[config.mk]
export PLATFORM = sky130hd
export DESIGN_NAME = crdg_regs
export DESIGN_NICKNAME = d
export VERILOG_FILES = /design/src/hdl/crdg_pkg.sv /design/src/hdl/crdg_regs.sv
export SDC_FILE = /design/constraint.sdc
export NUM_CORES = 1
export LEC_CHECK = 0
export BUFFER_PORTS_ARGS = -buffer_cell sky130_fd_sc_hd__buf_2
export CORE_MARGIN = 1
export CORE_UTILIZATION = 44
export CTS_CLUSTER_SIZE = 25
export DETAILED_ROUTE_END_ITERATION = 7
export PLACE_DENSITY = 0.77
export SLEW_MARGIN = 20
export SYNTH_ARGS = -nofsm -noshare
export SYNTH_HDL_FRONTEND = slang
export SYNTH_SLANG_ARGS = --single-unit
[constraint.sdc]
create_clock -name aclk -period 1.25 [get_ports aclk]
set_input_delay 0.1875 -clock aclk [delete_from_list [all_inputs] [get_ports aclk]]
set_output_delay 0.1875 -clock aclk [all_outputs]
set_load 0.01 [all_outputs]
[src/hdl/crdg_pkg.sv]
// Shared types and constants for the camera ray direction generator.
// Holds the channel payload structs, register indexes and datapath widths.
// No dependencies.
package crdg_pkg;

    // Channel payload widths
    localparam int COORD_W = 17;
    localparam int DIR_W   = 16;

    // Configuration port
    localparam int APB_DATA_W   = 64;
    localparam int PADDR_W      = 5;
    localparam int REG_SEL_LSB  = 3;
    localparam int REG_IDX_W    = PADDR_W - REG_SEL_LSB;

    localparam logic [REG_IDX_W-1:0] REG_BASE  = 2'd0;
    localparam logic [REG_IDX_W-1:0] REG_HORIZ = 2'd1;
    localparam logic [REG_IDX_W-1:0] REG_VERT  = 2'd2;

    // Base vector is scaled by 2^16 to line up with the coordinate products
    localparam int COORD_SHIFT = 16;

    // Normalization brings the largest magnitude into [2^29, 2^30)
    localparam int NORM_POS = 29;
    localparam int B_W      = NORM_POS + 1;
    localparam int SQ_W     = 2 * B_W;
    localparam int SUM_W    = SQ_W + 2;

    // Integer square root of the sum of squares
    localparam int ROOT_W     = 31;
    localparam int SQRT_STEPS = ROOT_W;
    localparam int RES_W      = SUM_W + 1;

    // Division of each normalized component by the length
    localparam int Q_W   = 16;
    localparam int QFRAC = 15;
    localparam int REM_W = ROOT_W + Q_W;

    localparam logic signed [DIR_W-1:0] DIR_MAX = 16'sh7fff;

    typedef struct packed {
        logic [COORD_W-1:0] u_coord;
        logic [COORD_W-1:0] v_coord;
    } in_t;

    typedef struct packed {
        logic signed [DIR_W-1:0] dir_x;
        logic signed [DIR_W-1:0] dir_y;
        logic signed [DIR_W-1:0] dir_z;
        logic                    zero_length;
    } out_t;

    // Normalized magnitudes and signs carried alongside the length computation
    typedef struct packed {
        logic                  zero;
        logic [2:0]            neg;
        logic [2:0][B_W-1:0]   mag;
    } side_t;

    typedef struct packed {
        logic       zero;
        logic [2:0] neg;
    } sign_t;

endpackage

[src/hdl/crdg_regs.sv]
// Configuration register file behind the APB-style port.
// Holds the base, horizontal and vertical vectors. Depends on crdg_pkg.
module crdg_regs #(
    parameter int COMPONENT_WIDTH = 20
) (
    input  logic                               aclk,
    input  logic                               aresetn,
    input  logic                               psel,
    input  logic                               penable,
    input  logic                               pwrite,
    input  logic [crdg_pkg::PADDR_W-1:0]       paddr,
    input  logic [crdg_pkg::APB_DATA_W-1:0]    pwdata,
    output logic [crdg_pkg::APB_DATA_W-1:0]    prdata,
    output logic                               pready,
    output logic [3*COMPONENT_WIDTH-1:0]       base_dir,
    output logic [3*COMPONENT_WIDTH-1:0]       horiz_span,
    output logic [3*COMPONENT_WIDTH-1:0]       vert_span
);
    import crdg_pkg::*;

    localparam int RW = 3 * COMPONENT_WIDTH;

    logic [RW-1:0]        base_reg;
    logic [RW-1:0]        horiz_reg;
    logic [RW-1:0]        vert_reg;
    logic [REG_IDX_W-1:0] reg_sel;
    logic                 wr_en;

    assign reg_sel = paddr[PADDR_W-1:REG_SEL_LSB];
    assign wr_en   = psel && penable && pwrite && pready;
    assign pready  = 1'b1;

    always_ff @(posedge aclk) begin
        if (!aresetn) begin
            base_reg  <= '0;
            horiz_reg <= '0;
            vert_reg  <= '0;
        end else if (wr_en) begin
            unique case (reg_sel)
                REG_BASE:  base_reg  <= pwdata[RW-1:0];
                REG_HORIZ: horiz_reg <= pwdata[RW-1:0];
                REG_VERT:  vert_reg  <= pwdata[RW-1:0];
                default: ;
            endcase
        end
    end

    always_comb begin
        unique case (reg_sel)
            REG_BASE:  prdata = APB_DATA_W'(base_reg);
            REG_HORIZ: prdata = APB_DATA_W'(horiz_reg);
            REG_VERT:  prdata = APB_DATA_W'(vert_reg);
            default:   prdata = '0;
        endcase
    end

    assign base_dir   = base_reg;
    assign horiz_span = horiz_reg;
    assign vert_span  = vert_reg;

endmodule

==> results of run 1 <==
[stage by stage]
step | setup WS [ns] | setup TNS (ns) | power, mW | cell area, µm² | utilization (%)
6_report | -0.115 | -2.23 | 12.7 | 11400 | 65.9
5_1_grt | -0.170 | -5.79 | 13.1 | 11400 | 65.9
4_1_cts | -0.141 | -3.12 | 12.7 | 11300 | 65.1
3_5_place_dp | -0.191 | -26.65 | 6.94 | 9800 | 56.5
3_3_place_gp | -0.162 | -21.25 | 6.92 | 9800 | 56.5
2_1_floorplan | -0.0538 | -2.15 | 6.54 | 7870 | -
[state kept, by name (all words and copies together), names as in the netlist]
| signal | cells |
|---|---|
| base_dir | 60 |
| horiz_span | 60 |
| vert_span | 60 |
[repair_timing]
action / 4_1_cts / 5_1_grt
pin swaps: 3 / 8
buffers inserted: 86 / 7
resized for setup: 128 / 12
gates cloned: 1 / 3
setup endpoints to repair: 60 / 61
[worst min-delay path by stage]
| stage | cells past startpoint | from | endpoint |
|---|---|---|---|
| 2_1_floorplan | 2 | pwdata[0] | horiz_span[0] |
| 3_3_place_gp | 2 | vert_span[15] | vert_span[15] |
| 3_5_place_dp | 2 | vert_span[31] | vert_span[31] |
| 4_1_cts | 3 | pwdata[31] | horiz_span[31] |
| 5_1_grt | 3 | pwdata[50] | base_dir[50] |
| 6_report | 3 | pwdata[31] | horiz_span[31] |
[power groups by stage]
stage	combinational [mW]	sequential [mW]	clock, mW
3_5_place_dp	0.936	6.00	0
5_1_grt	1.16	5.87	6.07
4_1_cts	1.03	5.87	5.81
3_3_place_gp	0.922	6.00	0
2_1_floorplan	0.517	6.02	0
6_report	1.08	5.87	5.77
[routing by layer]
layer / routed length [µm] / GRT usage, % / up-vias / part of all wire, %
met5: 0 / 0 / - / 0
met3: 1840 / 5.09 / 41 / 7.4
met1: 10100 / 29.6 / 3661 / 40
li1: - / - / 3636 / -
met4: 502 / 9.99 / 0 / 2.0
met2: 12600 / 45.7 / 337 / 50
[worst reg2reg max path: stages (launching register included)]
cell and delay [ns]:
dfxtp_2 0.33, buf_4 0.11, nand2_1 0.06, mux2i_1 0.20
[Yosys cell counts, types with 2 or more instances]
library cell	number
nand2_1	300
buf_6	6
buf_4	11
mux2i_1	240
buf_2	19
clkbuf_1	36
conb_1	2
buf_1	2
o21ai_1	60
dfxtp_1	180
[cell families after synthesis]
group | after synthesis | share of synthesized area, %
DFF | 180 | 45.8
AOI/OAI and AO/OA | 60 | 3.82
other | 2 | 0.0955
muxes | 240 | 30.6
buffers and inverters | 74 | 4.93
and+or+nand+nor | 305 | 14.7
[cell type report]
type | instances | area (µm²)
Timing Repair Buffer | 445 | 2840
Clock buffer | 19 | 443
Fill cell | 1348 | 5920
Clock inverter | 13 | 195
Tap cell | 225 | 282
Multi-Input combinational cell | 610 | 3920
Sequential cell | 180 | 3760
==> impl_results.md, run 1 <==
- Post-DP HPWL: between 15000 and 20000 µm
- Clock Tree Root: clkbuf_16
- Buf+Inv Stages, Crit Path: 1
- Die area: 18400 µm²
- Crit path to: prdata[21]
- Top-area cell type share of the netlist area: 45.8%
- Pre-antenna DRT Iters: 5
- CP startpoint: horiz_span[21]
- Clk buf depth: 2
- Top-Level Pins: 319
- Die width: approximately 140 µm
- First-pass GRT wire length: approximately 37000 µm
- Non-Filler Instances: 1492
- Worst-case vdd ir drop: 898 µV
- Port buffer count: 306
- Yosys cell types: 15
- Seq cells post-synth: 180
- Hold buffer count at CTS: 0
- Antenna diode count: 0
- Pleak: just under 6 nW
- Commonest non-fill, non-tap cell in the layout: buf_2
- Layout cells sized above 1: roughly half
- Final hold slack: approximately 0.052 ns
- Crit. path cell count: 3
- Drt drc: 0
- Most frequent cells in the layout: buf_2, nand2_1, mux2i_1
- Synth Flop Type: dfxtp_1
- Cell internal pwr: 9.72 mW
- Reg clk slew, reported paths: 0.07 ns
- Clock skew: 0 ns
- Synth warnings: 0
- CP max stage delay: 0.33 ns
- Nets@finish: 1328
- CTS tree: done
- Routed via count: 7675
- Drt wl/cell: 16.8 µm
- Placeable Area: 17400 µm²
- Critical Path RT: 1.06 ns
- Worst Hold Class: primary input to register
- H-tree depth: 4
- Reg-to-reg critical path endpoint: horiz_span[7]
- Register-to-register setup slack: 0.45 ns
- Syn-to-layout area delta: 45.5%
- Unrepaired setup endpoints after global routing: true
- Worst skew pair latency: 0.41 ns
- Final WL: approximately 25000 µm
- Sequential share of power: 46.1%
- Final period util: 109%
- Die Span Y: 136 µm
- Area contributors post-synth: dfxtp_1, mux2i_1, nand2_1
- Outcome: complete, but fails checks
- Initial Utilization: 45.3%
- GRT Overall Usage: 25.5%
- Data arrival time of the critical path: between 1 and 1.5 ns
- Number of synthesized flops with an enable pin: 0
- Worst path cell trace: mux2i_2 > o21ai_2 > buf_2
- RR Startpoint: horiz_span[7]
- GRT Residual Overflow: 0
- Comb power frac: 8.5%
- Failing checks: setup timing
- Largest net degree at the start of global routing: between 50 and 60
- RD Place Congestion: ~0.81
- Cts bufs inserted: 17
- Post-synth ARST share: 0%
- CP Class: register to output port
- Slowest CP cell: dfxtp_2
- Largest area contributor in the netlist: dfxtp_1
- Crit end category: output port
- Minimum clock period: 1.37 ns
- Antenna viol nets, final: 0
- Vias in the first global route: slightly above 7000
- Slew Viols, Final: 0
- Initial antenna violation count: 1
- Delay-heaviest family, CP: flip-flops
- Initial drt markers: between 300 and 400
- FF-to-FF path depth: 3
- Gate Count Post-Synth: 861
- Net Sw Frac: between 20% and 30%
- CTS sink cnt: between 150 and 200
- Placed insts: 1363
- Max cap viols: 0
- Critical Path Fanout Max: 2
- Critical Path Start Type: register
- Row count: 48
- Clk network pwr share: 45.4%
- Setup violators final: 60
- Switch Pwr: 3.00 mW
- PnR worst setup slack: -0.115 ns
- Sequential share of the synthesized area: 45.8%
- Peak Freq: 732 MHz
- Syn Std Cell Area: 7860 µm²
- DR vias/cell: 5.14
- Pwr dens: approximately 1100 nW/µm²
- Syn_area_per_cell: 9.13 µm²
- Final hold vios: 0
(Power assumes the default switching activity.)
==> run 2: changes to the inputs <==
--- a/config.mk
+++ b/config.mk
@@ -5,13 +5,13 @@
 export SDC_FILE = /design/constraint.sdc
 export NUM_CORES = 1
 export LEC_CHECK = 0
+export ABC_AREA = 1
 export BUFFER_PORTS_ARGS = -buffer_cell sky130_fd_sc_hd__buf_2
 export CORE_MARGIN = 1
-export CORE_UTILIZATION = 44
+export CORE_UTILIZATION = 45
 export CTS_CLUSTER_SIZE = 25
 export DETAILED_ROUTE_END_ITERATION = 7
 export PLACE_DENSITY = 0.77
-export SLEW_MARGIN = 20
 export SYNTH_ARGS = -nofsm -noshare
 export SYNTH_HDL_FRONTEND = slang
 export SYNTH_SLANG_ARGS = --single-unit
==> run 2 against run 1 <==
Sequential share of layout area fell by 2.3 points. Clock power fell by 10%. Largest cell class unchanged. The run still ends with setup timing left. Cell area grew 8.8%.
==> impl_results.md, run 2 <==
- Synth cell count leaders: nand2_1, nor2_1, nand3_1
- Minimum clock period: about 1.4 ns
- Cts bufs inserted: 17
- Clk buf depth: 2
- Yosys cell types: 13
- Max cap viols: 0
- Critical Path Start Type: primary input
- RD Place Congestion: 0.888
- First-pass GRT wire length: 41300 µm
- Die area: 19000 µm²
- Post-synth ARST share: 0%
- Top-area cell type share of the netlist area: 43.3%
- Synth Flop Type: dfxtp_1
- Failing checks: setup timing
- Worst skew pair latency: 0.43 ns
- CTS sink cnt: 180
- Antenna viol nets, final: 0
- Slew Viols, Final: 0
- Critical Path Fanout Max: 5
- Data arrival time of the critical path: 1.22 ns
- Largest net degree at the start of global routing: 94
- Top-count cell post-synth: nand2_1
- Largest area contributor in the netlist: dfxtp_1
- Synth warnings: 0
- Number of synthesized flops with an enable pin: 0
- Peak Freq: 711 MHz
- Worst-case vdd ir drop: 942 µV
- Unrepaired setup endpoints after global routing: true
- FF-to-FF path depth: 3
- Final period util: 113%
- Initial antenna violation count: 1
- Nets@finish: 1739
- GRT Residual Overflow: 0
- Syn Std Cell Area: 8320 µm²
- H-tree depth: 4
- Port buffer count: 306
- Die Span Y: around 140 µm
- Initial drt markers: 756
- Pleak: 6.48 nW
- Final hold vios: 0
- PnR worst setup slack: -0.157 ns
- Commonest non-fill, non-tap cell in the layout: nor2_1
- Clock Tree Root: clkbuf_16
- Initial Utilization: 46.2%
- Gate Count Post-Synth: ~1300
- Critical Path RT: 1.06 ns
- Finished layout cell area: 12400 µm²
- Post-route setup TNS: -0.641 ns
- Crit end category: output port
- Clock skew: 0 ns
- Post-DP HPWL: 17400 µm
- Drt drc: 0
- Pre-CTS WS: -0.167 ns
- Placed standard-cell area: approximately 10000 µm²
- Sequential share of the synthesized area: 43.3%
- Routed via count: 9865
- Syn_area_per_cell: 6.31 µm²
- CTS tree: done
- Hold buffer count at CTS: 0
- Final hold slack: a little over 0.09 ns
- Row count: 49
- Syn-to-layout area delta: 49.5%
- Reg clk slew, reported paths: 0.08 ns
- Seq cells post-synth: 180
- Setup violators final: 22
- Area contributors post-synth: dfxtp_1, nand2_1, nor2_1
- CP Class: primary input to output port
- Vias in the first global route: between 8000 and 9000
- Final WL: 31200 µm
- Drt wl/cell: about 16 µm
- DR vias/cell: 5.17
- Die width: 138 µm
- Layout cells sized above 1: a little over two fifths
- Top-Level Pins: 319
- Outcome: complete, but fails checks
- Most frequent cells in the layout: nor2_1, nand2_1, buf_2
- Pwr dens: approximately 1000 nW/µm²
- Worst Hold Class: primary input to register
- Pre-antenna DRT Iters: 6
- Hold Crit Depth: 5
- GRT Overall Usage: 28.3%
- Placeable Area: 18000 µm²
==> run 2: kinds of logic after synthesis <==
| logic type | synth area share [%] |
|---|---|
| simple gates | 47.7 |
| flops | 43.3 |
| buf+inv | 8.93 |
| other cells | 0.0902 |
==> run 2: path summary, 6_finish.rpt <==
check        slack (ns)          start            end
min                0.09      pwdata[1]   vert_span[1]
max               -0.16       paddr[3]     prdata[36]
max reg2reg        0.48  horiz_span[3]  horiz_span[3]
min reg2reg        0.48   base_dir[14]   base_dir[14]
==> run 2: final cells by class <==
class | count | area, µm²
fill | 1447 | 5580
multi-input combinational | 977 | 4340
sequential | 180 | 3800
timing repair buffer | 426 | 3210
clock buffer | 19 | 433
tap | 229 | 287
inverter | 63 | 246
clock inverter | 13 | 126
antenna | 1 | 2.50
==> run 2: routing by layer <==
layer  GRT usage (%)  wire, µm  vias to the layer above
met5               0         0                        -
met4            8.88       855                        0
met3            6.91      2920                       67
met2            47.3     15000                      504
met1            35.8     12400                     4526
li1                -         -                     4768
==> run 2: where the power goes <==
| part | internal [mW] | leakage, nW | switching (mW) |
|---|---|---|---|
| sequential | 5.87 | 1.53 | 0.119 |
| clock | 2.79 | 0.272 | 2.41 |
| combinational | 0.801 | 4.68 | 1.05 |
| total | 9.46 | 6.48 | 3.58 |
==> run 2: through the flow <==
stage	util, %	power (mW)	cells
3_5_place_dp	58.0	7.55	1822
5_1_grt	69.0	13.5	1908
4_1_cts	65.5	12.9	1889
3_3_place_gp	58.0	7.53	1822
2_1_floorplan	-	6.93	1321
6_report	69.0	13.0	1908
==> run 2: what timing repair did <==
action                                  CTS  global route
endpoints found under the setup margin   60            60
cloned                                   10             5
pin swaps                                 9            39
buffers inserted                         26            19
resized for setup                       139           187
==> run 2: critical path, cell delays in order <==
cell and delay, ns:
buf_12 0.10, inv_8 0.03, nor2_4 0.14, buf_6 0.16, buf_12 0.12, buf_16 0.13
nand2_2 0.09, nand3_2 0.12, buf_6 0.12
==> run 3: changes to the inputs <==
--- a/config.mk
+++ b/config.mk
@@ -5,13 +5,14 @@
 export SDC_FILE = /design/constraint.sdc
 export NUM_CORES = 1
 export LEC_CHECK = 0
-export ABC_AREA = 1
 export BUFFER_PORTS_ARGS = -buffer_cell sky130_fd_sc_hd__buf_2
 export CORE_MARGIN = 1
-export CORE_UTILIZATION = 45
+export CORE_UTILIZATION = 44
 export CTS_CLUSTER_SIZE = 25
 export DETAILED_ROUTE_END_ITERATION = 7
 export PLACE_DENSITY = 0.77
+export REMOVE_ABC_BUFFERS = 1
+export SETUP_SLACK_MARGIN = 0.05
 export SYNTH_ARGS = -nofsm -noshare
 export SYNTH_HDL_FRONTEND = slang
 export SYNTH_SLANG_ARGS = --single-unit
==> run 3 against run 2 <==
The run still ends with setup timing left. Wire length down 19%. Largest power group unchanged. Register-to-register slack worse by 0.05 ns. Cell count is 22% lower.
==> impl_results.md, run 3 (same netlist as run 1, synthesis figures left out) <==
- Worst Hold Class: primary input to register
- Antenna viol nets, final: 0
- Drt drc: 0
- Post-DP HPWL: 15300 µm
- Register-to-register setup slack: 0.43 ns
- H-tree depth: 4
- Vias in the first global route: 7247
- FF+latch area: 3760 µm²
- Worst path cell trace: mux2i_1 > o21ai_1 > buf_2
- Hold buffer count at CTS: 0
- Slowest CP cell: dfxtp_2
- Drt wl/cell: 17.0 µm
- Row count: 48
- Initial drt markers: 373
- CTS sink cnt: 180
- Port buffer count: just over 300
- Routed via count: 7665
- Syn-to-layout area delta: 55.2%
- Area occupied by multi-input gates: 3920 µm²
- Worst-case vdd ir drop: 880 µV
- RR Startpoint: horiz_span[41]
- Nets@finish: 1325
- Die Span Y: roughly 140 µm
- Pwr dens: 1040 nW/µm²
- Largest net degree at the start of global routing: 57
- Unrepaired setup endpoints after global routing: true
- Outcome: complete, but fails checks
- Crit end category: output port
- Critical Path Start Type: register
- Placeable Area: 17400 µm²
- Clock skew: 0 ns
- CP Class: register to output port
- Slew Viols, Final: 0
- Layout cells sized above 1: a little under half
- Pleak: roughly 5.9 nW
- Initial antenna violation count: 1
- Finished layout cell area: 12200 µm²
- Commonest non-fill, non-tap cell in the layout: nand2_1
- Minimum clock period: roughly 1.4 ns
- CP max stage delay: between 0.3 and 0.4 ns
- Hold Crit Depth: 3
- GRT Overall Usage: about a quarter
- Max cap viols: 0
- Top-Level Pins: 319
- Final hold vios: 0
- Cts bufs inserted: 17
- Setup violators final: 60
- Peak Freq: 712 MHz
- Reg-to-reg critical path endpoint: horiz_span[41]
- Final period util: 112%
- Initial Utilization: 45.3%
- RD Place Congestion: 0.787
- Worst skew pair latency: 0.42 ns
- Reg clk slew, reported paths: 0.07 ns
- Critical Path RT: roughly 1.1 ns
- First-pass GRT wire length: 36900 µm
- Filler Cell Count: between 1000 and 1500
- Hold wc startpoint: pwdata[57]
- Most frequent cells in the layout: nand2_1, mux2i_1, buf_2
- Clk buf depth: 2
- PnR worst setup slack: -0.155 ns
- GRT Residual Overflow: 0
- Hold path endpoint: base_dir[57]
- Placed standard-cell area: 9800 µm²
- Failing checks: setup timing
- FF-to-FF path depth: 4
- Die area: 18400 µm²
- Clock Tree Root: clkbuf_16
- CTS tree: done
- Critical Path Fanout Max: 2
- Pre-antenna DRT Iters: 4
- Total Power: roughly 13 mW
- Data arrival time of the critical path: 1.22 ns
- Die width: 136 µm
- DR vias/cell: 5.14
- Final WL: 25400 µm
run 3: cell types whose count changed in the layout (fill, tap and decap cells not counted), moves of 28 or more:
cell / before / now
nor2_1: 360 / 0
mux2i_1: 0 / 236
nand3_1: 214 / 1
buf_6: 35 / 174
nand2_2: 67 / 0
buf_2: 276 / 216
inv_1: 60 / 0
o21ai_1: 0 / 60
buf_4: 73 / 38
dfxtp_1: 29 / 57
run 3: power breakdown:
| group | internal [mW] | switching [mW] | leakage (nW) | total (mW) |
|---|---|---|---|---|
| Sequential | 5.82 | 0.0631 | 1.51 | 5.88 |
| Clock | 3.29 | 2.36 | 0.303 | 5.65 |
| Combinational | 0.494 | 0.612 | 4.05 | 1.11 |
run 3: worst max path at each step:
stage               slack, ns           start  depth (start not counted)             to
floorplan               -5.93          pwrite                          3   vert_span[0]
global placement        -0.11        paddr[3]                          4  horiz_span[5]
detailed placement      -0.16            psel                          7   base_dir[55]
CTS                     -0.13  horiz_span[58]                          3     prdata[58]
global route            -0.22  horiz_span[35]                          3     prdata[35]
finish                  -0.15  horiz_span[35]                          3     prdata[35]
run 3: cell type report:
class / instances / share of cell area [%]
clock buffers: 19 / 3.71
flip-flops and latches: 180 / 30.8
multi-input cells: 610 / 32.1
well taps: 225 / 2.31
repair buffers: 442 / 29.7
clock inverters: 13 / 1.39
diodes: 1 / 0.0205
run 3: timing repair:
item                       4_1_cts  5_1_grt
setup endpoints to repair       60      144
setup buffers                   87       14
gates resized for setup        219       91
gates cloned                     1        0
pin swaps                        1        3
run 3: stage by stage:
step / hold slack, ns / std cells / util, % / setup slack [ns] / TNS [ns]
after floorplan: 0.335 / 790 / - / -5.93 / -848.01
after global placement: 0.452 / 1362 / 56.4 / -0.109 / -14.73
after detailed placement: 0.461 / 1362 / 56.4 / -0.159 / -19.69
after CTS: 0.0277 / 1482 / 68.0 / -0.132 / -3.52
after global routing: 0.0416 / 1490 / 70.3 / -0.217 / -7.04
final: 0.0517 / 1490 / 70.3 / -0.155 / -3.59
run 3: worst max-delay path, delay by kind of cell, from the launching register on:
| family | cells | cell delay [ns] |
|---|---|---|
| compound gates | 1 | 0.09 |
| buf+inv | 1 | 0.15 |
| flops | 1 | 0.33 |
| mux | 1 | 0.22 |
run 3: routing by layer:
layer	GRT usage (%)	part of all wire, %	vias to the layer above
li1	-	-	3644
met1	29.4	41	3662
met2	46.5	51	306
met3	5.50	5.3	53
met4	11.5	2.8	0
met5	0	0	-
