<file path="src/hdl/crdg_pkg.sv">
// Shared types and constants for the camera ray direction generator.
// Holds the channel payload structs, register indexes and datapath widths.
// No dependencies.
package crdg_pkg;

    // Channel payload widths
    localparam int COORD_W = 17;
    localparam int DIR_W   = 16;

    // Configuration port
    localparam int APB_DATA_W   = 64;
    localparam int PADDR_W      = 5;
    localparam int REG_SEL_LSB  = 3;
    localparam int REG_IDX_W    = PADDR_W - REG_SEL_LSB;

    localparam logic [REG_IDX_W-1:0] REG_BASE  = 2'd0;
    localparam logic [REG_IDX_W-1:0] REG_HORIZ = 2'd1;
    localparam logic [REG_IDX_W-1:0] REG_VERT  = 2'd2;

    // Base vector is scaled by 2^16 to line up with the coordinate products
    localparam int COORD_SHIFT = 16;

    // Normalization brings the largest magnitude into [2^29, 2^30)
    localparam int NORM_POS = 29;
    localparam int B_W      = NORM_POS + 1;
    localparam int SQ_W     = 2 * B_W;
    localparam int SUM_W    = SQ_W + 2;

    // Integer square root of the sum of squares
    localparam int ROOT_W     = 31;
    localparam int SQRT_STEPS = ROOT_W;
    localparam int RES_W      = SUM_W + 1;

    // Division of each normalized component by the length
    localparam int Q_W   = 16;
    localparam int QFRAC = 15;
    localparam int REM_W = ROOT_W + Q_W;

    localparam logic signed [DIR_W-1:0] DIR_MAX = 16'sh7fff;

    typedef struct packed {
        logic [COORD_W-1:0] u_coord;
        logic [COORD_W-1:0] v_coord;
    } in_t;

    typedef struct packed {
        logic signed [DIR_W-1:0] dir_x;
        logic signed [DIR_W-1:0] dir_y;
        logic signed [DIR_W-1:0] dir_z;
        logic                    zero_length;
    } out_t;

    // Normalized magnitudes and signs carried alongside the length computation
    typedef struct packed {
        logic                  zero;
        logic [2:0]            neg;
        logic [2:0][B_W-1:0]   mag;
    } side_t;

    typedef struct packed {
        logic       zero;
        logic [2:0] neg;
    } sign_t;

endpackage

</file>
<file path="src/hdl/crdg_out_buf.sv">
// Two-entry output buffer (head plus skid) on the result channel.
// Stalls the pipeline only once both entries are full. Depends on crdg_pkg.
module crdg_out_buf (
    input  logic            aclk,
    input  logic            aresetn,
    input  logic            in_valid,
    input  crdg_pkg::out_t  in_data,
    output logic            advance,
    output logic            m_valid,
    input  logic            m_ready,
    output crdg_pkg::out_t  m_data
);
    import crdg_pkg::*;

    out_t head_reg;
    out_t skid_reg;
    logic head_valid_reg;
    logic skid_valid_reg;
    logic push;
    logic pop;

    assign advance = !skid_valid_reg;
    assign push    = in_valid && advance;
    assign pop     = head_valid_reg && m_ready;

    always_ff @(posedge aclk) begin
        if (!aresetn) begin
            head_valid_reg <= 1'b0;
            skid_valid_reg <= 1'b0;
        end else if (pop || !head_valid_reg) begin
            head_valid_reg <= skid_valid_reg || push;
            skid_valid_reg <= 1'b0;
        end else if (push) begin
            skid_valid_reg <= 1'b1;
        end
    end

    // Refill the head from the skid entry first to keep order
    always_ff @(posedge aclk) begin
        if (pop || !head_valid_reg) begin
            head_reg <= skid_valid_reg ? skid_reg : in_data;
        end else if (push) begin
            skid_reg <= in_data;
        end
    end

    assign m_valid = head_valid_reg;
    assign m_data  = head_reg;

endmodule

</file>
<file path="config.mk">
export PLATFORM = sky130hd
export DESIGN_NAME = crdg_out_buf
export DESIGN_NICKNAME = d
export VERILOG_FILES = /design/src/hdl/crdg_pkg.sv /design/src/hdl/crdg_out_buf.sv
export SDC_FILE = /design/constraint.sdc
export NUM_CORES = 1
export LEC_CHECK = 0
export BUFFER_PORTS_ARGS = -buffer_cell sky130_fd_sc_hd__buf_2
export CAP_MARGIN = 20
export CORE_MARGIN = 3
export CORE_UTILIZATION = 56
export CTS_BUF_LIST = sky130_fd_sc_hd__clkbuf_8 sky130_fd_sc_hd__clkbuf_16
export DETAILED_ROUTE_END_ITERATION = 10
export GPL_TIMING_DRIVEN = 1
export PLACE_DENSITY = 0.92
export SETUP_SLACK_MARGIN = 0.3
export SKIP_LAST_GASP = 1
export SLEW_MARGIN = 20
export SYNTH_ARGS = -nofsm -noshare
export SYNTH_HDL_FRONTEND = slang
export SYNTH_SLANG_ARGS = --single-unit
export TNS_END_PERCENT = 10
</file>
<file path="constraint.sdc">
create_clock -name aclk -period 12.54 [get_ports aclk]
set_input_delay 2.508 -clock aclk [delete_from_list [all_inputs] [get_ports aclk]]
set_output_delay 2.508 -clock aclk [all_outputs]
set_load 0.02 [all_outputs]
</file>
==> impl_metrics.prom, run 1 <==
# TYPE chip_impl_metric gauge
chip_impl_metric{name="gr_met1_demand_resource",unit="%"} 19.8
chip_impl_metric{name="place.port_buffers",unit=""} 103
chip_impl_metric{name="dpl.hpwl",unit="um"} 4110
chip_impl_info{name="setup.worst_path.end_class",value="output pin"} 1
chip_impl_metric{name="synth-xor-area-share",unit="%"} 0
chip_impl_metric{name="diodes",unit=""} 0
chip_impl_metric{name="synth-adder-area-share",unit="%"} 0
chip_impl_metric{name="ir_drop",unit="mV"} 0.0722
chip_impl_metric{name="synth_compound_gate_area_share",unit="%"} 0.194
chip_impl_metric{name="cellPowerDensity",unit="nW/um^2"} 140
chip_impl_metric{name="setup_viol_count_final",unit=""} 0
chip_impl_metric{name="grt_pass1_vias",unit=""} 1757
chip_impl_metric{name="detail_route.first_pass.iterations",unit=""} 4
chip_impl_info{name="rsz0062_at_grt",value="false"} 1
chip_impl_metric{name="placementRows",unit=""} 29
chip_impl_metric{name="number_of_max_capacitance_violations_reported",unit=""} 0
chip_impl_metric{name="synth-seq-area-share",unit="%"} 77.2
chip_impl_metric{name="met3_usage",unit="%"} 4.88
chip_impl_info{name="worstHoldPathType",value="flop to flop"} 1
chip_impl_info{name="cts_root_buf",value="sky130_fd_sc_hd__clkbuf_8"} 1
chip_impl_metric{name="cts-buffers-inserted",unit=""} 9
chip_impl_metric{name="seq_power_share",unit="%"} 61.1
chip_impl_metric{name="drt_wl_total",unit="um"} 5990
chip_impl_metric{name="muxShareOfSynthArea",unit="%"} 18.8
chip_impl_info{name="worst_setup_path_startpoint",value="skid_valid_reg"} 1
chip_impl_metric{name="timing_worst_slew_pin_value",unit="ns"} 0.921
chip_impl_metric{name="fraction_of_layout_cells_with_a_size_suffix_above_1",unit="%"} 63.4
chip_impl_info{name="worst_path_cell_chain",value="inv_1 > buf_2"} 1
chip_impl_metric{name="layout.area.seq",unit="sq um"} 2990
chip_impl_metric{name="fin_skew",unit="ns"} 0.00728
chip_impl_metric{name="final.min_clock_period",unit="ns"} 4.11
chip_impl_metric{name="clock_latency_on_the_worst_skew_pair",unit="ns"} 0.35
chip_impl_metric{name="cp_data_required_time",unit="ns"} 10.03
chip_impl_info{name="run_status",value="complete, no violations"} 1
chip_impl_metric{name="grt_pass1_wl",unit="um"} 8800
chip_impl_metric{name="part_of_the_total_power_dissipated_in_the_clock_network",unit="%"} 29.4
chip_impl_metric{name="fin_tns_setup",unit="ns"} 0
chip_impl_metric{name="avgViaCountPerCell",unit=""} 5.23
chip_impl_metric{name="synthesis.area",unit="sq um"} 3870
chip_impl_metric{name="mappedNetlistNets",unit=""} 214
chip_impl_metric{name="intPower",unit="uW"} 489
chip_impl_metric{name="route.vias.total",unit=""} 1847
chip_impl_metric{name="number_of_antenna_violations_at_the_first_check_in_global_routing",unit=""} 0
chip_impl_metric{name="power_switching",unit="uW"} 152
chip_impl_metric{name="arr_time_crit_path",unit="ns"} 1.60
chip_impl_metric{name="ys_warn_count",unit=""} 0
chip_impl_metric{name="multiInputGateArea",unit="sq um"} 776
chip_impl_metric{name="post-route-cell-area",unit="sq um"} 4580
chip_impl_metric{name="synth.lib_cells_used.distinct",unit=""} 12
chip_impl_metric{name="ctsResizeCount",unit=""} 0
chip_impl_info{name="regToRegStartpoint",value="m_valid"} 1
chip_impl_info{name="yosys-top-cells-area",value="sky130_fd_sc_hd__edfxtp_1, sky130_fd_sc_hd__mux2_4, sky130_fd_sc_hd__buf_12, sky130_fd_sc_hd__dfxtp_1, sky130_fd_sc_hd__mux2_2"} 1
chip_impl_metric{name="combinationalPowerShare",unit="%"} 9.5
chip_impl_metric{name="count_of_mapped_cells_out_of_synthesis",unit=""} 161
chip_impl_info{name="min_from",value="skid_reg[13]"} 1
chip_impl_info{name="critical_path.slowest_cell",value="sky130_fd_sc_hd__dfxtp_4"} 1
chip_impl_metric{name="global_route.usage.met2",unit="%"} 24.5
chip_impl_metric{name="dp_worst_setup_slack",unit="ns"} 8.22
chip_impl_metric{name="syn_to_final_growth",unit="%"} 18.4
chip_impl_metric{name="cts_hold_repair.buffers",unit=""} 0
chip_impl_metric{name="post-synth-top-area-fraction",unit="%"} 76.1
chip_impl_info{name="highest_utilization_routing_layer_at_the_global_route_stage",value="met2"} 1
chip_impl_metric{name="max_stage_delay",unit="ns"} 0.97
chip_impl_metric{name="timing_max_transition_violations_final",unit=""} 0
chip_impl_info{name="cts_tree",value="built"} 1
chip_impl_metric{name="grt_start_max_net_pins",unit=""} 53
chip_impl_metric{name="leakage",unit="nW"} 1.82
chip_impl_metric{name="ioPinCount",unit=""} 104
chip_impl_metric{name="antenna_violating_nets_post_route",unit=""} 0
chip_impl_metric{name="worstPathMaxFanout",unit=""} 52
chip_impl_metric{name="power.share.switching",unit="%"} 23.7
chip_impl_metric{name="initial_core_util",unit="%"} 59.2
chip_impl_metric{name="fmax",unit="MHz"} 244
chip_impl_metric{name="holdWs",unit="ns"} 0.554
chip_impl_metric{name="clock-sinks",unit=""} 100
chip_impl_metric{name="dieHeight",unit="um"} 89.1
chip_impl_metric{name="remaining_drc_errors",unit=""} 0
chip_impl_metric{name="finalCritPeriodShare",unit="%"} 32.7
chip_impl_metric{name="grt_usage",unit="%"} 15.5
chip_impl_metric{name="floorplan.die_area",unit="sq um"} 7940
chip_impl_metric{name="core-area",unit="sq um"} 6530
chip_impl_metric{name="clock_tree.buffer_depth",unit=""} 2
chip_impl_metric{name="max-slew-margin-rel",unit="%"} 38.6
chip_impl_info{name="worst_setup_path_type",value="flop to output pin"} 1
chip_impl_metric{name="clock_slew_seen_by_the_registers_of_the_worst_setup_and_hold_paths",unit="ns"} 0.10
chip_impl_metric{name="post_dp_cell_area",unit="sq um"} 4390
chip_impl_metric{name="global_route_total_overflow",unit=""} 0
chip_impl_info{name="synth_largest_area_cell",value="sky130_fd_sc_hd__edfxtp_1"} 1
chip_impl_metric{name="finalCoreUtilization",unit="%"} 70.1
chip_impl_metric{name="num-nets-final",unit=""} 324
chip_impl_metric{name="die_width",unit="um"} 89.1
chip_impl_metric{name="place_congestion",unit=""} 0.724
chip_impl_metric{name="ys_seq_elements",unit=""} 100
chip_impl_metric{name="postLayoutSetupSlackWorst",unit="ns"} 8.43
chip_impl_metric{name="timing_hold_violations_final",unit=""} 0
chip_impl_metric{name="cts_htree_levels",unit=""} 3
chip_impl_info{name="startpoint_type",value="flop"} 1
chip_impl_metric{name="detailedRoute.firstIterationViolations",unit=""} 93
chip_impl_metric{name="average_footprint_of_a_synthesized_cell",unit="sq um"} 24.0
chip_impl_metric{name="layout.filler_cells",unit=""} 433
chip_impl_metric{name="route.detailed.wl_per_inst",unit="um"} 17.0
chip_impl_metric{name="post_synth_and_or_nand_nor_area_fraction",unit="%"} 0.841
chip_impl_info{name="synth_top_family_by_area",value="multiplexers"} 1
chip_impl_metric{name="cts.repair_timing.setup_buffer_count",unit=""} 0
==> cell usage in the layout, fill, tap and decap left out <==
| master | instances |
|---|---|
| sky130_fd_sc_hd__inv_8 | 2 |
| sky130_fd_sc_hd__a21boi_0 | 1 |
| sky130_fd_sc_hd__inv_6 | 1 |
| sky130_fd_sc_hd__buf_4 | 2 |
| sky130_fd_sc_hd__nor3b_2 | 2 |
| sky130_fd_sc_hd__inv_1 | 1 |
| sky130_fd_sc_hd__clkinv_2 | 1 |
| sky130_fd_sc_hd__dfxtp_1 | 1 |
| sky130_fd_sc_hd__buf_2 | 103 |
| sky130_fd_sc_hd__dfxtp_4 | 1 |
| sky130_fd_sc_hd__edfxtp_1 | 98 |
| sky130_fd_sc_hd__clkbuf_8 | 9 |
| sky130_fd_sc_hd__mux2_4 | 47 |
| sky130_fd_sc_hd__nand2b_2 | 1 |
| sky130_fd_sc_hd__clkinvlp_4 | 2 |
| sky130_fd_sc_hd__clkinv_4 | 1 |
| sky130_fd_sc_hd__mux2_2 | 2 |
| sky130_fd_sc_hd__nor2_2 | 1 |
==> layer usage <==
metal  up-vias  routed length [um]
met5         -                   0
met4         0                 126
met3        11                 379
met2        82                2890
met1       897                2590
li1        857                   -
==> final timing paths <==
kind,end,slack [ns],cells past startpoint
max,advance,8.43,2
min reg2reg,m_data[13],0.55,1
max reg2reg,skid_reg[42],10.56,4
min,m_data[13],0.55,1
==> layout make-up <==
class | count | area share (%)
sequential | 100 | 65.3
multi-input combinational | 54 | 16.9
tap | 77 | 2.10
clock buffer | 9 | 2.71
timing repair buffer | 105 | 11.6
clock inverter | 7 | 1.31
inverter | 1 | 0.0820
==> cell usage after synthesis <==
| cell type | count |
|---|---|
| sky130_fd_sc_hd__nor3b_1 | 1 |
| sky130_fd_sc_hd__nor2_2 | 1 |
| sky130_fd_sc_hd__inv_1 | 1 |
| sky130_fd_sc_hd__a21boi_0 | 1 |
| sky130_fd_sc_hd__nand2b_1 | 1 |
| sky130_fd_sc_hd__buf_12 | 5 |
| sky130_fd_sc_hd__nor3b_2 | 1 |
| sky130_fd_sc_hd__dfxtp_1 | 2 |
| sky130_fd_sc_hd__mux2_2 | 2 |
| sky130_fd_sc_hd__mux2_4 | 47 |
| sky130_fd_sc_hd__buf_6 | 1 |
| sky130_fd_sc_hd__edfxtp_1 | 98 |
==> critical path: cells and delay by family (launching register included) <==
family	cells	cell delay [ns]
DFF	1	0.97
buffers and inverters	2	0.27
==> per-stage QoR <==
step / power, mW / cells
finish: 0.640 / 353
global route: 0.665 / 353
CTS: 0.647 / 353
detailed placement: 0.461 / 337
global placement: 0.458 / 337
floorplan: 0.436 / 161
==> power by group through the flow <==
stage	Clock (mW)	Sequential, mW	Combinational, mW
after global placement	0	0.398	0.0598
after CTS	0.194	0.392	0.0616
final	0.188	0.391	0.0607
after detailed placement	0	0.399	0.0615
after floorplan	0	0.415	0.0215
after global routing	0.207	0.393	0.0651
==> kinds of logic after synthesis <==
| group | after synthesis |
|---|---|
| flip-flops | 100 |
| multiplexers | 49 |
| buffers and inverters | 7 |
| AND/OR/NAND/NOR | 4 |
| AO/OA/AOI/OAI | 1 |
Power figures use the tool's default switching activity.
==> inputs of run 2 (changes only) <==
--- a/config.mk
+++ b/config.mk
@@ -8,11 +8,11 @@
 export BUFFER_PORTS_ARGS = -buffer_cell sky130_fd_sc_hd__buf_2
 export CAP_MARGIN = 20
 export CORE_MARGIN = 3
-export CORE_UTILIZATION = 56
+export CORE_UTILIZATION = 52
 export CTS_BUF_LIST = sky130_fd_sc_hd__clkbuf_8 sky130_fd_sc_hd__clkbuf_16
 export DETAILED_ROUTE_END_ITERATION = 10
 export GPL_TIMING_DRIVEN = 1
-export PLACE_DENSITY = 0.92
+export PLACE_DENSITY = 0.87
 export SETUP_SLACK_MARGIN = 0.3
 export SKIP_LAST_GASP = 1
 export SLEW_MARGIN = 20
==> constraint.sdc (replaced) <==
create_clock -name aclk -period 4.2 [get_ports aclk]
set_input_delay 0.84 -clock aclk [delete_from_list [all_inputs] [get_ports aclk]]
set_output_delay 0.84 -clock aclk [all_outputs]
set_load 0.02 [all_outputs]
==> impl_metrics.prom, run 2 (synthesis gave the netlist of run 1 again) <==
# TYPE chip_impl_metric gauge
chip_impl_metric{name="fmax",unit="MHz"} 404
chip_impl_metric{name="clock_latency_on_the_worst_skew_pair",unit="ns"} 0.35
chip_impl_info{name="startpoint_type",value="flop"} 1
chip_impl_metric{name="final.min_clock_period",unit="ns"} 2.47
chip_impl_metric{name="grt_pass1_vias",unit=""} 1818
chip_impl_metric{name="ioPinCount",unit=""} 104
chip_impl_metric{name="die_width",unit="um"} 92.2
chip_impl_metric{name="cts.repair_timing.setup_buffer_count",unit=""} 0
chip_impl_metric{name="detail_route.first_pass.iterations",unit=""} 4
chip_impl_metric{name="route.vias.total",unit=""} 1779
chip_impl_metric{name="cts-buffers-inserted",unit=""} 9
chip_impl_metric{name="gr_met1_demand_resource",unit="%"} 18.7
chip_impl_metric{name="num-nets-final",unit=""} 325
chip_impl_metric{name="dp_worst_setup_slack",unit="ns"} 1.54
chip_impl_metric{name="cp_data_required_time",unit="ns"} 3.36
chip_impl_metric{name="ir_drop",unit="mV"} 0.220
chip_impl_metric{name="met3_usage",unit="%"} 2.79
chip_impl_info{name="final_common_cell",value="sky130_fd_sc_hd__buf_2"} 1
chip_impl_metric{name="fin_tns_setup",unit="ns"} 0
chip_impl_metric{name="place_congestion",unit=""} 0.742
chip_impl_metric{name="global_route.usage.met2",unit="%"} 22.7
chip_impl_metric{name="fraction_of_layout_cells_with_a_size_suffix_above_1",unit="%"} 63.5
chip_impl_metric{name="clock-sinks",unit=""} 100
chip_impl_metric{name="fin_skew",unit="ns"} 0.0129
chip_impl_metric{name="timing_hold_violations_final",unit=""} 0
chip_impl_info{name="cts_root_buf",value="sky130_fd_sc_hd__clkbuf_8"} 1
chip_impl_info{name="highest_utilization_routing_layer_at_the_global_route_stage",value="met2"} 1
chip_impl_metric{name="place.port_buffers",unit=""} 103
chip_impl_metric{name="ctsResizeCount",unit=""} 0
chip_impl_metric{name="max-slew-margin-rel",unit="%"} 36.9
chip_impl_info{name="cts_tree",value="built"} 1
chip_impl_metric{name="number_of_antenna_violations_at_the_first_check_in_global_routing",unit=""} 0
chip_impl_metric{name="route.detailed.wl_per_inst",unit="um"} 15.8
chip_impl_metric{name="finalCoreUtilization",unit="%"} 66.5
chip_impl_metric{name="cts_htree_levels",unit=""} 3
chip_impl_metric{name="layout.filler_cells",unit=""} 484
chip_impl_info{name="worst_setup_path_type",value="flop to output pin"} 1
chip_impl_metric{name="placementRows",unit=""} 30
chip_impl_metric{name="cellPowerDensity",unit="nW/um^2"} 419
chip_impl_info{name="run_status",value="complete, no violations"} 1
chip_impl_metric{name="clock_tree.buffer_depth",unit=""} 2
chip_impl_info{name="setup.worst_path.end_class",value="output pin"} 1
chip_impl_metric{name="worstPathMaxFanout",unit=""} 52
chip_impl_metric{name="diodes",unit=""} 0
chip_impl_metric{name="detailedRoute.firstIterationViolations",unit=""} 74
chip_impl_metric{name="drt_wl_total",unit="um"} 5900
chip_impl_metric{name="number_of_max_capacitance_violations_reported",unit=""} 0
chip_impl_metric{name="setup_viol_count_final",unit=""} 0
chip_impl_info{name="worstHoldPathType",value="flop to flop"} 1
chip_impl_metric{name="arr_time_crit_path",unit="ns"} 1.63
chip_impl_metric{name="timing_worst_slew_pin_value",unit="ns"} 0.947
chip_impl_metric{name="grt_usage",unit="%"} 14.5
chip_impl_metric{name="timing_max_transition_violations_final",unit=""} 0
chip_impl_metric{name="post-layout-total-power",unit="mW"} 1.95
chip_impl_metric{name="core-area",unit="sq um"} 6980
chip_impl_metric{name="global_route_total_overflow",unit=""} 0
chip_impl_metric{name="remaining_drc_errors",unit=""} 0
chip_impl_metric{name="grt_start_max_net_pins",unit=""} 53
chip_impl_metric{name="clock_slew_seen_by_the_registers_of_the_worst_setup_and_hold_paths",unit="ns"} 0.09
chip_impl_info{name="rsz0062_at_grt",value="false"} 1
chip_impl_metric{name="leakage",unit="nW"} 1.84
chip_impl_metric{name="initial_core_util",unit="%"} 55.4
chip_impl_metric{name="finalCritPeriodShare",unit="%"} 58.9
chip_impl_metric{name="postLayoutSetupSlackWorst",unit="ns"} 1.73
chip_impl_metric{name="dpl.hpwl",unit="um"} 4130
chip_impl_metric{name="grt_pass1_wl",unit="um"} 9110
chip_impl_info{name="most-common-layout-cells",value="sky130_fd_sc_hd__buf_2, sky130_fd_sc_hd__edfxtp_1, sky130_fd_sc_hd__mux2_4, sky130_fd_sc_hd__clkbuf_8"} 1
chip_impl_metric{name="avgViaCountPerCell",unit=""} 4.77
chip_impl_metric{name="cts_hold_repair.buffers",unit=""} 0
chip_impl_metric{name="floorplan.die_area",unit="sq um"} 8510
chip_impl_metric{name="dieHeight",unit="um"} 92.2
chip_impl_metric{name="syn_to_final_growth",unit="%"} 20.1
chip_impl_metric{name="antenna_violating_nets_post_route",unit=""} 0
==> run 2: cell count changes in the layout (fill, tap and decap cells not counted), sizes merged <==
cell,before,now
buf,105,106
bufinv,0,1
clkinv,2,3
clkinvlp,2,1
inv,4,3
==> run 2: final cells by class <==
cell class / instances / area [sq um] / share of cell area, %
clock buffer: 9 / 124 / 2.67
clock inverter: 7 / 73.8 / 1.59
inverter: 1 / 3.75 / 0.0808
multi-input combinational: 54 / 782 / 16.8
sequential: 100 / 2990 / 64.3
tap: 96 / 120 / 2.59
timing repair buffer: 106 / 554 / 11.9
==> run 2: layer usage <==
layer  vias to the layer above  part of all wire, %
met5                         -                    0
met4                         0                  2.5
met3                        13                  5.9
met2                        73                   49
met1                       839                   43
li1                        854                    -
==> run 2: metrics by stage <==
step / instances / hold WS [ns] / instance area (sq um)
6_report: 373 / 0.552 / 4640
3_5_place_dp: 356 / 0.531 / 4440
2_1_floorplan: 161 / 0.523 / 3880
5_1_grt: 373 / 0.568 / 4640
3_3_place_gp: 356 / 0.530 / 4440
4_1_cts: 372 / 0.555 / 4630
==> run 2: report_power, final <==
part	total, mW	internal, mW	switching (mW)
combinational	0.183	0.0847	0.0979
sequential	1.17	1.15	0.0176
clock	0.598	0.278	0.319
total	1.95	1.51	0.435
==> run 2: path summary, 6_finish.rpt <==
path	end	cells past startpoint	startpoint	slack, ns
max	advance	2	skid_valid_reg	1.73
min	m_data[7]	1	skid_reg[7]	0.55
max reg2reg	skid_reg[3]	3	skid_valid_reg	2.30
min reg2reg	m_data[7]	1	skid_reg[7]	0.55
==> run 2: worst max-delay path: stages (launching register included) <==
cell and delay [ns]:
sky130_fd_sc_hd__dfxtp_4 0.99, sky130_fd_sc_hd__inv_1 0.08, sky130_fd_sc_hd__buf_2 0.19
==> inputs of run 3 (changes only) <==
==> constraint.sdc (replaced) <==
create_clock -name aclk -period 2.35 [get_ports aclk]
set_input_delay 0.47 -clock aclk [delete_from_list [all_inputs] [get_ports aclk]]
set_output_delay 0.47 -clock aclk [all_outputs]
set_load 0.02 [all_outputs]
==> impl_metrics.prom, run 3 (synthesis gave the netlist of run 1 again) <==
# TYPE chip_impl_metric gauge
chip_impl_metric{name="part_of_the_total_power_dissipated_in_the_clock_network",unit="%"} 30.6
chip_impl_metric{name="cellPowerDensity",unit="nW/um^2"} 747
chip_impl_info{name="worst_setup_path_type",value="flop to output pin"} 1
chip_impl_metric{name="clock_tree.buffer_depth",unit=""} 2
chip_impl_info{name="cts_root_buf",value="sky130_fd_sc_hd__clkbuf_8"} 1
chip_impl_metric{name="cp_data_required_time",unit="ns"} 1.88
chip_impl_metric{name="diodes",unit=""} 0
chip_impl_metric{name="ctsResizeCount",unit=""} 0
chip_impl_metric{name="grt_start_max_net_pins",unit=""} 50
chip_impl_metric{name="placementRows",unit=""} 30
chip_impl_metric{name="postLayoutSetupSlackWorst",unit="ns"} 0.438
chip_impl_metric{name="grt_pass1_vias",unit=""} 1791
chip_impl_metric{name="place.port_buffers",unit=""} 103
chip_impl_metric{name="dp_worst_setup_slack",unit="ns"} 0.589
chip_impl_metric{name="fmax",unit="MHz"} 523
chip_impl_metric{name="clock_slew_seen_by_the_registers_of_the_worst_setup_and_hold_paths",unit="ns"} 0.09
chip_impl_metric{name="drt_wl_total",unit="um"} 6100
chip_impl_info{name="critical_path.top_delay_family",value="flip-flops"} 1
chip_impl_metric{name="timing_hold_violations_final",unit=""} 0
chip_impl_metric{name="intPower",unit="mW"} 2.73
chip_impl_metric{name="number_of_antenna_violations_at_the_first_check_in_global_routing",unit=""} 0
chip_impl_metric{name="setup_viol_count_final",unit=""} 0
chip_impl_info{name="final_common_cell",value="sky130_fd_sc_hd__buf_2"} 1
chip_impl_info{name="worst_setup_path_startpoint",value="skid_valid_reg"} 1
chip_impl_metric{name="avgViaCountPerCell",unit=""} 4.79
chip_impl_metric{name="layout.filler_cells",unit=""} 486
chip_impl_metric{name="final-instance-count-excl-fill",unit=""} 374
chip_impl_metric{name="cts-buffers-inserted",unit=""} 9
chip_impl_metric{name="route.detailed.wl_per_inst",unit="um"} 16.3
chip_impl_metric{name="cts_hold_repair.buffers",unit=""} 0
chip_impl_metric{name="number_of_max_capacitance_violations_reported",unit=""} 0
chip_impl_metric{name="core-area",unit="sq um"} 6980
chip_impl_metric{name="num-nets-final",unit=""} 326
chip_impl_metric{name="timing_max_transition_violations_final",unit=""} 0
chip_impl_metric{name="leakage",unit="nW"} 1.85
chip_impl_info{name="min_from",value="in_data[0]"} 1
chip_impl_metric{name="max_stage_delay",unit="ns"} 0.81
chip_impl_metric{name="cts_htree_levels",unit=""} 3
chip_impl_info{name="critical_path.slowest_cell",value="sky130_fd_sc_hd__dfxtp_4"} 1
chip_impl_info{name="cts_tree",value="built"} 1
chip_impl_metric{name="ff2ff_setup_slack",unit="ns"} 0.63
chip_impl_info{name="rsz0062_at_grt",value="false"} 1
chip_impl_metric{name="critPathBufInv",unit=""} 2
chip_impl_metric{name="place_congestion",unit=""} 0.749
chip_impl_info{name="regToRegStartpoint",value="skid_valid_reg"} 1
chip_impl_metric{name="global_route_total_overflow",unit=""} 0
chip_impl_metric{name="detail_route.first_pass.iterations",unit=""} 4
chip_impl_metric{name="finalCritPeriodShare",unit="%"} 81.4
chip_impl_metric{name="antenna_violating_nets_post_route",unit=""} 0
chip_impl_info{name="worstHoldPathType",value="input pin to flop"} 1
chip_impl_metric{name="layout.area.seq",unit="sq um"} 2990
chip_impl_metric{name="worstPathMaxFanout",unit=""} 38
chip_impl_info{name="most-common-layout-cells",value="sky130_fd_sc_hd__buf_2, sky130_fd_sc_hd__edfxtp_1, sky130_fd_sc_hd__mux2_4, sky130_fd_sc_hd__clkbuf_8"} 1
chip_impl_metric{name="fin_tns_setup",unit="ns"} 0
chip_impl_metric{name="post-layout-total-power",unit="mW"} 3.48
chip_impl_metric{name="grt_usage",unit="%"} 14.5
chip_impl_info{name="worst_path_cell_chain",value="inv_1 > buf_2"} 1
chip_impl_metric{name="detailedRoute.firstIterationViolations",unit=""} 94
chip_impl_metric{name="dpl.cell_count",unit=""} 358
chip_impl_metric{name="ir_drop",unit="mV"} 0.324
chip_impl_info{name="setup.worst_path.end_class",value="output pin"} 1
chip_impl_metric{name="fin_skew",unit="ns"} 0.00953
chip_impl_metric{name="power_switching",unit="uW"} 753
chip_impl_metric{name="initial_core_util",unit="%"} 55.4
chip_impl_metric{name="fraction_of_layout_cells_with_a_size_suffix_above_1",unit="%"} 63.3
chip_impl_metric{name="die_width",unit="um"} 92.2
chip_impl_metric{name="final.min_clock_period",unit="ns"} 1.91
chip_impl_metric{name="seq_power_share",unit="%"} 59.9
chip_impl_metric{name="syn_to_final_growth",unit="%"} 20.5
chip_impl_metric{name="remaining_drc_errors",unit=""} 0
chip_impl_metric{name="combinationalPowerShare",unit="%"} 9.5
chip_impl_metric{name="max-slew-margin-rel",unit="%"} 54.0
chip_impl_metric{name="grt_pass1_wl",unit="um"} 9120
chip_impl_metric{name="ioPinCount",unit=""} 104
chip_impl_info{name="run_status",value="complete, no violations"} 1
chip_impl_metric{name="dieHeight",unit="um"} 92.2
chip_impl_metric{name="power.share.switching",unit="%"} 21.6
chip_impl_metric{name="clock-sinks",unit=""} 100
chip_impl_metric{name="clock_latency_on_the_worst_skew_pair",unit="ns"} 0.35
chip_impl_metric{name="cts.repair_timing.setup_buffer_count",unit=""} 0
chip_impl_metric{name="floorplan.die_area",unit="sq um"} 8510
chip_impl_metric{name="multiInputGateArea",unit="sq um"} 787
chip_impl_info{name="startpoint_type",value="flop"} 1
chip_impl_metric{name="timing_worst_slew_pin_value",unit="ns"} 0.690
chip_impl_metric{name="dpl.hpwl",unit="um"} 4400
chip_impl_metric{name="route.vias.total",unit=""} 1793
chip_impl_metric{name="arr_time_crit_path",unit="ns"} 1.44
==> run 3: power by group through the flow <==
stage / registers [mW] / clock network, mW / logic, mW
after global placement: 2.12 / 0 / 0.330
after floorplan: 2.21 / 0 / 0.117
final: 2.08 / 1.06 / 0.332
after CTS: 2.08 / 1.10 / 0.338
after global routing: 2.09 / 1.17 / 0.353
after detailed placement: 2.13 / 0 / 0.338
==> run 3: layout make-up <==
cell class              count  area share (%)
flip-flops and latches    100            64.1
multi-input cells          54            16.9
repair buffers            107            12.0
clock buffers              10            2.95
well taps                  96            2.58
clock inverters             6            1.40
inverters                   1          0.0806
==> run 3: path summary, 6_finish.rpt <==
path | endpoint | cells past startpoint
worst max-delay path | advance | 2
worst min-delay path | skid_reg[0] | 1
worst max register to register | m_data[41] | 2
worst min register to register | m_data[6] | 1
==> run 3: layer usage <==
layer	wire length (um)	up-vias	GRT usage, %
met4	135	0	8.17
met1	2500	855	17.5
met2	3070	68	23.6
li1	-	860	-
met5	0	-	0
met3	393	10	3.86
==> run 3: through the flow <==
step / utilization (%) / hold slack [ns] / cell area [sq um]
floorplan: - / 0.523 / 3880
global placement: 63.8 / 0.528 / 4460
detailed placement: 63.8 / 0.535 / 4460
CTS: 66.7 / 0.288 / 4660
global route: 66.7 / 0.285 / 4660
finish: 66.7 / 0.302 / 4660
